<file path="src/hdl/apm_pkg.sv">
// ----------------------------------------------------------------------------
// apm_pkg: shared definitions for the approximate pattern matcher
// Item kind codes, letter bounds, register addresses and fixed field widths.
// ----------------------------------------------------------------------------
package apm_pkg;

  localparam int KIND_W   = 2;
  localparam int SYMBOL_W = 8;
  localparam int PIDX_W   = 5;
  localparam int PLEN_W   = 6;
  localparam int KERR_W   = 2;
  localparam int START_W  = 32;

  typedef logic [KIND_W-1:0] kind_t;

  localparam kind_t KIND_CLEAR = 2'd0;
  localparam kind_t KIND_LOAD  = 2'd1;
  localparam kind_t KIND_TEXT  = 2'd2;

  localparam logic [SYMBOL_W-1:0] LETTER_FIRST = 8'h61;  // 'a'
  localparam logic [SYMBOL_W-1:0] LETTER_LAST  = 8'h7a;  // 'z'

  // register select taken from bit 2 of the byte address
  localparam logic REG_PATTERN_LENGTH = 1'b0;
  localparam logic REG_MAX_MISMATCHES = 1'b1;

  localparam logic [PLEN_W-1:0] PLEN_RESET = 6'd1;
  localparam logic [KERR_W-1:0] KERR_RESET = 2'd0;

endpackage

</file>
<file path="src/hdl/approx_pattern_matcher.sv">
// ----------------------------------------------------------------------------
// approx_pattern_matcher
// Shift-And matcher with up to k substituted characters. Letter masks sit in
// a synchronous RAM; the k+1 match vectors and text position are registers.
// ----------------------------------------------------------------------------
//  channel | dir | beat contents
//  in_     | in  | tuser: kind; tdata: symbol, pattern_index
//  out_    | out | tdata: found, start_position (one beat per text beat)
//  cfg_    | in  | APB: 0x0 pattern_length, 0x4 max_mismatches
//
// One beat per cycle sustained. The mask RAM is read at acceptance into
// stage 1, where the beat is resolved; a text result lands in the output
// register when it leaves stage 1. A write followed at once by a read of
// the same letter is forwarded. Reset (and a clear beat) empties the mask
// table at once through per-letter valid bits; no clearing pass. The input
// stalls only while a text result waits on a full, stalled output register.
module approx_pattern_matcher
  import apm_pkg::*;
#(
  parameter int PATTERN_MAX    = 32,
  parameter int ERRORS_MAX     = 3,
  parameter int ALPHABET_SIZE  = 26,
  parameter int POSITION_WIDTH = 32
) (
  input  logic        clk,
  input  logic        rst_n,
  input  logic        in_tvalid,
  output logic        in_tready,
  input  logic [15:0] in_tdata,   // [7:0] symbol, [12:8] pattern_index, rest zero
  input  logic [1:0]  in_tuser,   // [1:0] kind
  output logic        out_tvalid,
  input  logic        out_tready,
  output logic [39:0] out_tdata,  // [0] found, [32:1] start_position, rest zero
  input  logic        cfg_psel,
  input  logic        cfg_penable,
  input  logic        cfg_pwrite,
  input  logic [2:0]  cfg_paddr,
  input  logic [31:0] cfg_pwdata,
  output logic [31:0] cfg_prdata,
  output logic        cfg_pready
);

  localparam int SLOT_W = $clog2(ALPHABET_SIZE);
  localparam int IDX_W  = (PATTERN_MAX > 1) ? $clog2(PATTERN_MAX) : 1;
  localparam int KW     = (ERRORS_MAX > 0) ? $clog2(ERRORS_MAX + 1) : 1;
  localparam int NVEC   = ERRORS_MAX + 1;

  typedef logic [PATTERN_MAX-1:0] vec_t;

  // configuration
  logic [PLEN_W-1:0] plen_r;
  logic [KERR_W-1:0] kerr_r;
  logic              cfg_wr;

  assign cfg_pready = 1'b1;
  assign cfg_wr     = cfg_psel & cfg_penable & cfg_pwrite & cfg_pready;

  always_ff @(posedge clk) begin
    if (!rst_n) begin
      plen_r <= PLEN_RESET;
      kerr_r <= KERR_RESET;
    end else if (cfg_wr) begin
      unique case (cfg_paddr[2])
        REG_PATTERN_LENGTH: plen_r <= cfg_pwdata[PLEN_W-1:0];
        REG_MAX_MISMATCHES: kerr_r <= cfg_pwdata[KERR_W-1:0];
        default: ;
      endcase
    end
  end

  always_comb begin
    unique case (cfg_paddr[2])
      REG_PATTERN_LENGTH: cfg_prdata = {{(32-PLEN_W){1'b0}}, plen_r};
      REG_MAX_MISMATCHES: cfg_prdata = {{(32-KERR_W){1'b0}}, kerr_r};
      default:            cfg_prdata = '0;
    endcase
  end

  // input decode
  logic                in_acc;
  kind_t               in_kind;
  logic [SYMBOL_W-1:0] in_sym;
  logic [PIDX_W-1:0]   in_pidx;
  logic [8:0]          in_off;
  logic                in_letter;
  logic [SLOT_W-1:0]   in_slot;

  assign in_acc  = in_tvalid & in_tready;
  assign in_kind = in_tuser[KIND_W-1:0];
  assign in_sym  = in_tdata[SYMBOL_W-1:0];
  assign in_pidx = in_tdata[SYMBOL_W +: PIDX_W];
  assign in_off  = {1'b0, in_sym} - {1'b0, LETTER_FIRST};
  assign in_letter = (in_sym >= LETTER_FIRST) && (in_sym <= LETTER_LAST)
                     && (in_off < 9'(ALPHABET_SIZE));
  assign in_slot = in_letter ? in_off[SLOT_W-1:0] : '0;

  // stage 1: beat waiting on its mask read
  logic              s1_vld_r;
  kind_t             s1_kind_r;
  logic              s1_letter_r;
  logic [SLOT_W-1:0] s1_slot_r;
  logic [PIDX_W-1:0] s1_pidx_r;
  logic              s1_go;
  logic              out_free;

  // output register
  logic              out_vld_r;
  logic              out_found_r;
  logic [START_W-1:0] out_start_r;

  assign out_free  = !out_vld_r || out_tready;
  assign s1_go     = s1_vld_r && ((s1_kind_r != KIND_TEXT) || out_free);
  assign in_tready = !s1_vld_r || s1_go;

  always_ff @(posedge clk) begin
    if (!rst_n) begin
      s1_vld_r <= 1'b0;
    end else if (in_tready) begin
      s1_vld_r <= in_tvalid;
    end
  end

  always_ff @(posedge clk) begin
    if (in_acc) begin
      s1_kind_r   <= in_kind;
      s1_letter_r <= in_letter;
      s1_slot_r   <= in_slot;
      s1_pidx_r   <= in_pidx;
    end
  end

  // mask RAM with per-letter valid bits and write forwarding
  vec_t                     mask_mem [ALPHABET_SIZE];
  vec_t                     rd_data_r;
  logic [ALPHABET_SIZE-1:0] mvalid_r;
  logic                     fwd_vld_r;
  logic [SLOT_W-1:0]        fwd_slot_r;
  vec_t                     fwd_data_r;
  vec_t                     cur_mask;
  vec_t                     set_bit;
  vec_t                     new_mask;
  logic                     pidx_ok;
  logic                     do_load;
  logic                     do_clear;
  logic                     do_text;

  always_ff @(posedge clk) begin
    if (in_acc) begin
      rd_data_r <= mask_mem[in_slot];
    end
  end

  always_comb begin
    if (!mvalid_r[s1_slot_r] || !s1_letter_r) begin
      cur_mask = '0;
    end else if (fwd_vld_r && (fwd_slot_r == s1_slot_r)) begin
      cur_mask = fwd_data_r;
    end else begin
      cur_mask = rd_data_r;
    end
  end

  assign pidx_ok  = 7'(s1_pidx_r) < 7'(PATTERN_MAX);
  assign set_bit  = vec_t'(1) << s1_pidx_r;
  assign new_mask = cur_mask | set_bit;
  assign do_load  = s1_go && (s1_kind_r == KIND_LOAD) && s1_letter_r && pidx_ok;
  assign do_clear = s1_go && (s1_kind_r == KIND_CLEAR);
  assign do_text  = s1_go && (s1_kind_r == KIND_TEXT);

  always_ff @(posedge clk) begin
    if (do_load) begin
      mask_mem[s1_slot_r] <= new_mask;
      fwd_slot_r          <= s1_slot_r;
      fwd_data_r          <= new_mask;
    end
  end

  always_ff @(posedge clk) begin
    if (!rst_n || do_clear) begin
      mvalid_r  <= '0;
      fwd_vld_r <= 1'b0;
    end else if (do_load) begin
      mvalid_r[s1_slot_r] <= 1'b1;
      fwd_vld_r           <= 1'b1;
    end
  end

  // match vectors and text position
  vec_t                      vec_r   [NVEC];
  vec_t                      vec_nxt [NVEC];
  logic [POSITION_WIDTH-1:0] pos_r;
  logic [6:0]                m_eff;
  logic [6:0]                mm1;
  logic [4:0]                k_eff;
  logic                      hit;
  logic [POSITION_WIDTH-1:0] start_full;
  logic [START_W-1:0]        start_cut;

  always_comb begin
    for (int j = 0; j < NVEC; j++) begin
      vec_nxt[j] = ((vec_r[j] << 1) | vec_t'(1)) & cur_mask;
      if (j > 0) begin
        vec_nxt[j] = vec_nxt[j] | (vec_r[j-1] << 1) | vec_t'(1);
      end
    end
  end

  always_ff @(posedge clk) begin
    if (!rst_n || do_clear) begin
      for (int j = 0; j < NVEC; j++) begin
        vec_r[j] <= '0;
      end
      pos_r <= '0;
    end else if (do_text) begin
      for (int j = 0; j < NVEC; j++) begin
        vec_r[j] <= vec_nxt[j];
      end
      pos_r <= pos_r + 1'b1;
    end
  end

  // clamp m to 1..PATTERN_MAX and k to ERRORS_MAX
  always_comb begin
    priority if (plen_r == '0) begin
      m_eff = 7'd1;
    end else if (7'(plen_r) > 7'(PATTERN_MAX)) begin
      m_eff = 7'(PATTERN_MAX);
    end else begin
      m_eff = 7'(plen_r);
    end
    k_eff = (5'(kerr_r) > 5'(ERRORS_MAX)) ? 5'(ERRORS_MAX) : 5'(kerr_r);
  end

  assign mm1        = m_eff - 7'd1;
  assign hit        = vec_nxt[k_eff[KW-1:0]][mm1[IDX_W-1:0]];
  assign start_full = pos_r - POSITION_WIDTH'(mm1);

  generate
    if (POSITION_WIDTH >= START_W) begin : g_start_trunc
      assign start_cut = start_full[START_W-1:0];
    end else begin : g_start_ext
      assign start_cut = {{(START_W-POSITION_WIDTH){1'b0}}, start_full};
    end
  endgenerate

  always_ff @(posedge clk) begin
    if (!rst_n) begin
      out_vld_r <= 1'b0;
    end else if (do_text) begin
      out_vld_r <= 1'b1;
    end else if (out_tready) begin
      out_vld_r <= 1'b0;
    end
  end

  always_ff @(posedge clk) begin
    if (do_text) begin
      out_found_r <= hit;
      out_start_r <= hit ? start_cut : '0;
    end
  end

  assign out_tvalid = out_vld_r;
  assign out_tdata  = {7'd0, out_start_r, out_found_r};

  // checks
  a_clear_empties: assert property (@(posedge clk) disable iff (!rst_n)
    do_clear |=> (mvalid_r == '0) && (pos_r == '0))
    else $error("clear beat did not empty mask table and position");

  a_text_gives_result: assert property (@(posedge clk) disable iff (!rst_n)
    do_text |=> out_vld_r)
    else $error("text beat produced no result");

  a_stall_only_on_text: assert property (@(posedge clk) disable iff (!rst_n)
    !in_tready |-> s1_vld_r && (s1_kind_r == KIND_TEXT) && out_vld_r && !out_tready)
    else $error("input stalled without a blocked text result");

  a_miss_zero_start: assert property (@(posedge clk) disable iff (!rst_n)
    out_vld_r && !out_found_r |-> (out_start_r == '0))
    else $error("start position nonzero on a miss");

  a_pos_advance: assert property (@(posedge clk) disable iff (!rst_n)
    do_text |=> (pos_r == $past(pos_r) + 1'b1))
    else $error("text position did not advance");

endmodule

</file>
<file path="config.mk">
export PLATFORM = sky130hd
export DESIGN_NAME = approx_pattern_matcher
export DESIGN_NICKNAME = d
export VERILOG_FILES = /design/src/hdl/apm_pkg.sv /design/src/hdl/approx_pattern_matcher.sv
export SDC_FILE = /design/constraint.sdc
export NUM_CORES = 2
export LEC_CHECK = 0
export BUFFER_PORTS_ARGS = -buffer_cell sky130_fd_sc_hd__buf_4
export CAP_MARGIN = 15
export CORE_MARGIN = 4
export CORE_UTILIZATION = 25
export CTS_BUF_LIST = sky130_fd_sc_hd__clkbuf_8 sky130_fd_sc_hd__clkbuf_16
export DETAILED_ROUTE_END_ITERATION = 6
export PLACE_DENSITY_LB_ADDON = 0.08
export SLEW_MARGIN = 30
export SYNTH_ARGS = -nofsm -noshare
export SYNTH_HDL_FRONTEND = slang
export SYNTH_SLANG_ARGS = --single-unit
</file>
<file path="constraint.sdc">
create_clock -name clk -period 13.1 [get_ports clk]
set_input_delay 2.62 -clock clk [delete_from_list [all_inputs] [get_ports clk]]
set_output_delay 2.62 -clock clk [all_outputs]
set_load 0.1 [all_outputs]
</file>
---- Word-level counts from Yosys, hierarchy flattened ----
Memory sizes are Yosys's and may differ from the RTL's. A register that Yosys moved wholly into a read port is not among the register bits.
Cells that the tools add are included.
word-level totals
  register bits after elaboration ......... 152
  memory bits (writable) .................. 960
  bits of input ports ..................... 60
  output and inout bits ................... 75
  memories kept ........................... 2
cells by class
  add/sub/neg operators ................... 4
  order comparisons ....................... 8
  eq/ne operators ......................... 4
  shift-type cells ........................ 1
  mux-type cells .......................... 28
  bitwise operators ....................... 18
  reduce and logical (&&, ||, !) cells .... 24
memory list
  name      depth  bits a word  rd ports  clocked after memory_dff  write ports  line                           RTL
  mask_mem  26     32           1         1                         1            approx_pattern_matcher.sv:133  vec_t mask_mem [ALPHABET_SIZE];
  vec_r     4      32           4         0                         4            approx_pattern_matcher.sv:189  vec_t vec_r [NVEC];
operator list
  kind                   number
  $mux 32                8
  $and 32x32->32         4
  $or 32x32->32          4
  $bmux 32 s2            1
  $pmux 32 s2            1
  $add 32x1->32 const B  1
  $shl 1x5->32 const A   1
  $sub 32x7->32          1
  $or 26x26->26          1
  $lt 5x6->1 const B     2
  $mux 1                 12
  $mux 6                 2
  $bmux 1 s5             2
  $logic_and 1x1->1      9
  $lt 9x5->1 const B     1
  $sub 8x7->9 const B    1
  $ge 8x7->1 const B     1
  $le 8x7->1 const B     1
  $sub 7x1->7 const B    1
  $gt 6x6->1 const B     1
  $logic_not 6->1        1
  $demux 1 s5            1
  $eq 5x5->1             1
  $ge 5x1->1 const B     1
  14 further kinds       28

---- Depth between registers and ports, before layout ----
  depth after elaboration ................. 12
  mapped depth ............................ 20
  depth with buffers taken out ............ 18

---- Worst setup path before layout ----
OpenSTA, ideal clock, no wires.
  path kind ............................... input -> register
  from .................................... in out_tready
  to ...................................... mem vec_r[0][0] (netlist name), enable pin
  setup time .............................. 0.485 ns
  data arrival time ....................... 6.797 ns
  data required time ...................... 12.615 ns
  path slack .............................. 5.818 ns
  stages on the path ...................... 5
  path buffers ............................ 1
  cell sequence ........................... nand2b_1 > nor2b_1 > buf_1 > inv_1 > nand2_1
RTL lines
  what             line                           RTL
  start, declared  approx_pattern_matcher.sv:32   input logic out_tready,
  end, declared    approx_pattern_matcher.sv:189

---- Worst setup path in the final report ----
  from .................................... in in_tdata[0]
  to ...................................... reg rd_data_r[30], read port of mask_mem (data pin)
on the way
  cells in the longest elaborated chain, start to end .. 4
  elaborated cells on any way between the ends .. 7
RTL lines
  what                                                    line                                                        RTL
  start, declared                                         approx_pattern_matcher.sv:29                                input logic [15:0] in_tdata,
  $sub 8x7->9, or another cell as far along               approx_pattern_matcher.sv:92                                assign in_off = {1'b0, in_sym} - {1'b0, LETTER_FIRST};
  $lt 9x5->1 / $logic_and 1x1->1 (equally long branches)  approx_pattern_matcher.sv:94, approx_pattern_matcher.sv:93
  $logic_and 1x1->1                                       approx_pattern_matcher.sv:94                                && (in_off < 9'(ALPHABET_SIZE));
  $mux 5 *                                                approx_pattern_matcher.sv:95                                assign in_slot = in_letter ? in_off[SLOT_W-1:0] : '0;
  end, declared                                           approx_pattern_matcher.sv:134                               vec_t rd_data_r;
Mark *: on every way between the ends. The rest lies on a longest branch, timed or not.
A chain may end at the register's enable or synchronous reset.

==> implementation parameters <==
Parameter                              Value

Cells and area
  Area taken by multi-input logic gates ... 0.0139 mm^2
  Filler instances ... 19,191
  # nets final ... 3,702
  Most frequent cells in the layout ... sky130_fd_sc_hd__edfxtp_1, sky130_fd_sc_hd__nand2_1, sky130_fd_sc_hd__nor2_1
  Fraction of final layout cells with drive strength greater than 1 ... 0.123
  Register area ... 0.0335 mm^2
  Synthesis-to-finish area growth ... 16.9%
  Leading cell type in the layout, fill and taps excluded ... sky130_fd_sc_hd__edfxtp_1

Clock tree
  CTS Buf Count ... 139
  Clock transition at the registers of the reported paths ... 0.06 ns
  Root buffer cell ... sky130_fd_sc_hd__clkbuf_16
  Insertion delay to the later sink of the worst-skew pair ... 0.78 ns
  Post-cts repair resize count ... 0
  Cts-stage hold buffer count ... 0
  Clock H-tree levels ... 4
  Clock Sink Count ... 1,139
  Number of setup buffers added after CTS ... 0
  Max clock buf depth ... 3
  CTS tree ... done

Hold path
  Worst Min Path Start ... fwd_vld_r
  Destination of the worst hold path ... fwd_vld_r
  Hold crit path type ... flop to flop
  Count of cells along the worst hold path ... 2

Critical path
  Worst reg2reg startpoint ... s1_slot_r[1]
  Worst reg-to-reg setup slack ... 7.10 ns
  Slowest CP cell ... sky130_fd_sc_hd__clkinv_2
  Data arrival, critical path ... 7.94 ns
  CP Capture Type ... flop
  Worst-case reg-to-reg path depth ... 13
  Terminus of the critical flop-to-flop path ... out_start_r[1]
  Critical path class ... input pin to flop
  Required @ worst endpoint ... 13.62 ns
  Stage delay of the slowest cell on the critical path ... 0.95 ns
  Max Fanout on Critical Path ... 46
  Nature of the critical path startpoint ... input pin
  Crit path from ... in_tdata[0]
  Crit-path most repeated cell ... sky130_fd_sc_hd__buf_4
  Crit path cell chain ... buf_4 -> inv_4 -> ha_4 -> buf_4 -> or2_4 -> clkinv_2 -> buf_4 -> nand2_1 -> nand3_1 -> a311oi_1 -> nor3_1 -> a21o_1

Timing
  Slew at the pin closest to its max-slew limit ... 1.06 ns
  Setup violation total in the final timing report ... 0
  Setup TNS ... 0 ns
  Relative slew slack ... 0.271
  Min setup slack post-route ... 5.68 ns
  Final critical delay including setup and external delays ... 7.42 ns
  Skew final ... 0.0314 ns
  Ratio of final minimum period to clock period ... 0.567
  Final count of hold timing violations ... 0
  Max Fclk ... 135 MHz
  Count of pins over their slew limit ... 0
  Unrepaired setup endpoints after global routing ... false

Detailed routing
  Overall via count from detail_route ... 30,270
  Routed Antenna Nets ... 0
  Via density per instance ... 4.84
  Drt first pass iters ... 5
  Per-cell routed wire length ... 26.2 um
  DRT Wirelength ... 164 mm
  Residual DRC ... 0
  Number of violations reported at the end of detailed-routing iteration 0 ... 2,404

Floorplan
  Number of primary I/O pins ... 135
  Die Footprint ... 0.199 mm^2
  Std-Cell Core Area ... 0.190 mm^2
  Standard-cell rows ... 160
  Die width ... 446 um
  Starting Density ... 0.252
  Die H ... 446 um

Placement
  Post-placement worst setup slack ... 4.76 ns
  RD Place Congestion ... 0.693
  Total half-perimeter wirelength after legalization and detailed placement ... 84.4 mm
  Count of buffers inserted at the top-level ports ... 69

Yosys
  Distinct cell type count of the synthesized netlist ... 76
  Synthesis-stage register bit count ... 1,139
  Most instantiated flip-flop cell in the synthesis netlist ... sky130_fd_sc_hd__edfxtp_1
  Summed instance area of the synthesized netlist ... 0.0480 mm^2
  Sequential area share after synthesis ... 0.698
  Fraction of synthesized cell area taken by the top area cell type ... 0.669
  Total number of yosys warnings ... 0
  Fraction of synthesis flops using an asynchronous set or reset pin ... 0
  Post-synth EDFFs ... 1,069
  Mean post-synth cell area ... 13.4 um^2
  Cell types occupying the most area after synthesis ... sky130_fd_sc_hd__edfxtp_1, sky130_fd_sc_hd__mux2i_1, sky130_fd_sc_hd__nand2_1, sky130_fd_sc_hd__dfxtp_1, sky130_fd_sc_hd__a311oi_1
  Cell count after synthesis ... 3,577
  Dominant cell type by area after synthesis ... sky130_fd_sc_hd__edfxtp_1

Power
  Pwr/cell area ... 143 mW/mm^2
  Maximum vdd drop ... 0.0949 mV
  Reported leakage power ... 19.3 nW

GRT
  Antenna violations before repair ... 7
  Wire length of the first global-routing pass ... 232 mm
  Remaining Overflow, GRT ... 0
  Maximum number of pins on one net before global-route repair ... 135
  Total GRT Usage ... 0.162
  Number of global-route vias before repair ... 29,907

Status
  Outcome ... finished clean

Run
  MaxCap Viol Count ... 0
-- power by group --
part,switching [W],internal [W]
logic,0.000309,0.000104
clock network,0.00156,0.00201
registers,0.0000314,0.00399
total,0.00191,0.00611
-- Yosys cell counts (7+ instances only) --
master and number:
sky130_fd_sc_hd__a211oi_1 73, sky130_fd_sc_hd__a21o_1 13, sky130_fd_sc_hd__a21oi_1 185, sky130_fd_sc_hd__a21oi_2 14, sky130_fd_sc_hd__a221o_1 7, sky130_fd_sc_hd__a221oi_1 68, sky130_fd_sc_hd__a311oi_1 131, sky130_fd_sc_hd__a31oi_1 9
sky130_fd_sc_hd__and2_1 36, sky130_fd_sc_hd__and3_1 68, sky130_fd_sc_hd__buf_1 28, sky130_fd_sc_hd__buf_2 14, sky130_fd_sc_hd__buf_4 42, sky130_fd_sc_hd__buf_6 8, sky130_fd_sc_hd__clkbuf_1 189, sky130_fd_sc_hd__dfxtp_1 70
sky130_fd_sc_hd__edfxtp_1 1069, sky130_fd_sc_hd__ha_1 11, sky130_fd_sc_hd__inv_1 26, sky130_fd_sc_hd__mux2_2 16, sky130_fd_sc_hd__mux2i_1 212, sky130_fd_sc_hd__nand2_1 523, sky130_fd_sc_hd__nand2b_1 14, sky130_fd_sc_hd__nand3_1 117
sky130_fd_sc_hd__nand4_1 15, sky130_fd_sc_hd__nor2_1 241, sky130_fd_sc_hd__nor2b_1 30, sky130_fd_sc_hd__nor3_1 18, sky130_fd_sc_hd__nor4_1 9, sky130_fd_sc_hd__o21ai_0 37, sky130_fd_sc_hd__o22ai_1 67, sky130_fd_sc_hd__o311ai_0 32
sky130_fd_sc_hd__o31ai_1 33, sky130_fd_sc_hd__or3_1 10, sky130_fd_sc_hd__xnor2_1 28, sky130_fd_sc_hd__xor2_1 31
-- area by class of cell --
type,count,area share
Clock inverter,103,0.0106
Timing Repair Buffer,160,0.0222
Antenna cell,1,0.0000446
Inverter,30,0.00234
Multi-Input combinational cell,2160,0.247
Sequential cell,1139,0.598
Tap cell,2511,0.0560
Clock buffer,145,0.0639
-- worst max-delay path by stage --
| stage | to | slack (ns) | depth (start not counted) |
|---|---|---|---|
| 3_3_place_gp | rd_data_r[30] | 4.85 | 12 |
| 2_1_floorplan | vec_r[0][0] | 5.82 | 5 |
| 4_1_cts | rd_data_r[30] | 5.63 | 12 |
| 5_1_grt | rd_data_r[30] | 5.48 | 12 |
| 3_5_place_dp | rd_data_r[30] | 4.76 | 12 |
| 6_report | rd_data_r[30] | 5.68 | 12 |
-- critical path, delay by kind of cell --
kind                       cells  cell delay, ns
buffers and inverters          5            2.72
adders and majority gates      1            0.61
and+or+nand+nor                4            1.06
AOI/OAI and AO/OA              2            0.78
-- cells by family (layout without fill, tap and decap cells) --
logic type	count (synthesis)	in the layout	synth area share
simple gates	1110	1110	0.103
mux	230	230	0.0489
other cells	2	36	0.000157
buf+inv	311	438	0.0292
fa+ha+maj	12	12	0.00329
compound gates	714	714	0.107
flops	1139	1139	0.698
xor+xnor	59	59	0.0108
-- stage by stage --
step	instances	hold WS [ns]	cell area, um^2	total power [W]	utilization
6_report	6249	0.464	56100	0.00802	0.295
5_1_grt	6249	0.487	56100	0.00833	0.295
4_1_cts	6248	0.470	56100	0.00814	0.294
3_5_place_dp	6000	0.457	51900	0.00452	0.272
3_3_place_gp	5999	0.446	51600	0.00452	0.271
2_1_floorplan	3610	0.421	48100	0.00436	-
-- sequential cells by signal, indices dropped and copies added (netlist names), 2 cells and up --
name,cells
mvalid_r,26
mask_mem,832
out_start_r,32
plen_r,6
s1_slot_r,5
fwd_data_r,32
fwd_slot_r,5
rd_data_r,32
pos_r,32
vec_r,123
s1_kind_r,2
s1_pidx_r,5
kerr_r,2
-- layer usage --
layer,vias to the layer above,share of wire,global-route usage
met3,197,0.049,0.0292
met2,657,0.45,0.255
met5,-,0,0
li1,13815,-,-
met1,15601,0.48,0.234
met4,0,0.017,0.0333
No activity file was read; power rests on OpenSTA's default activity.
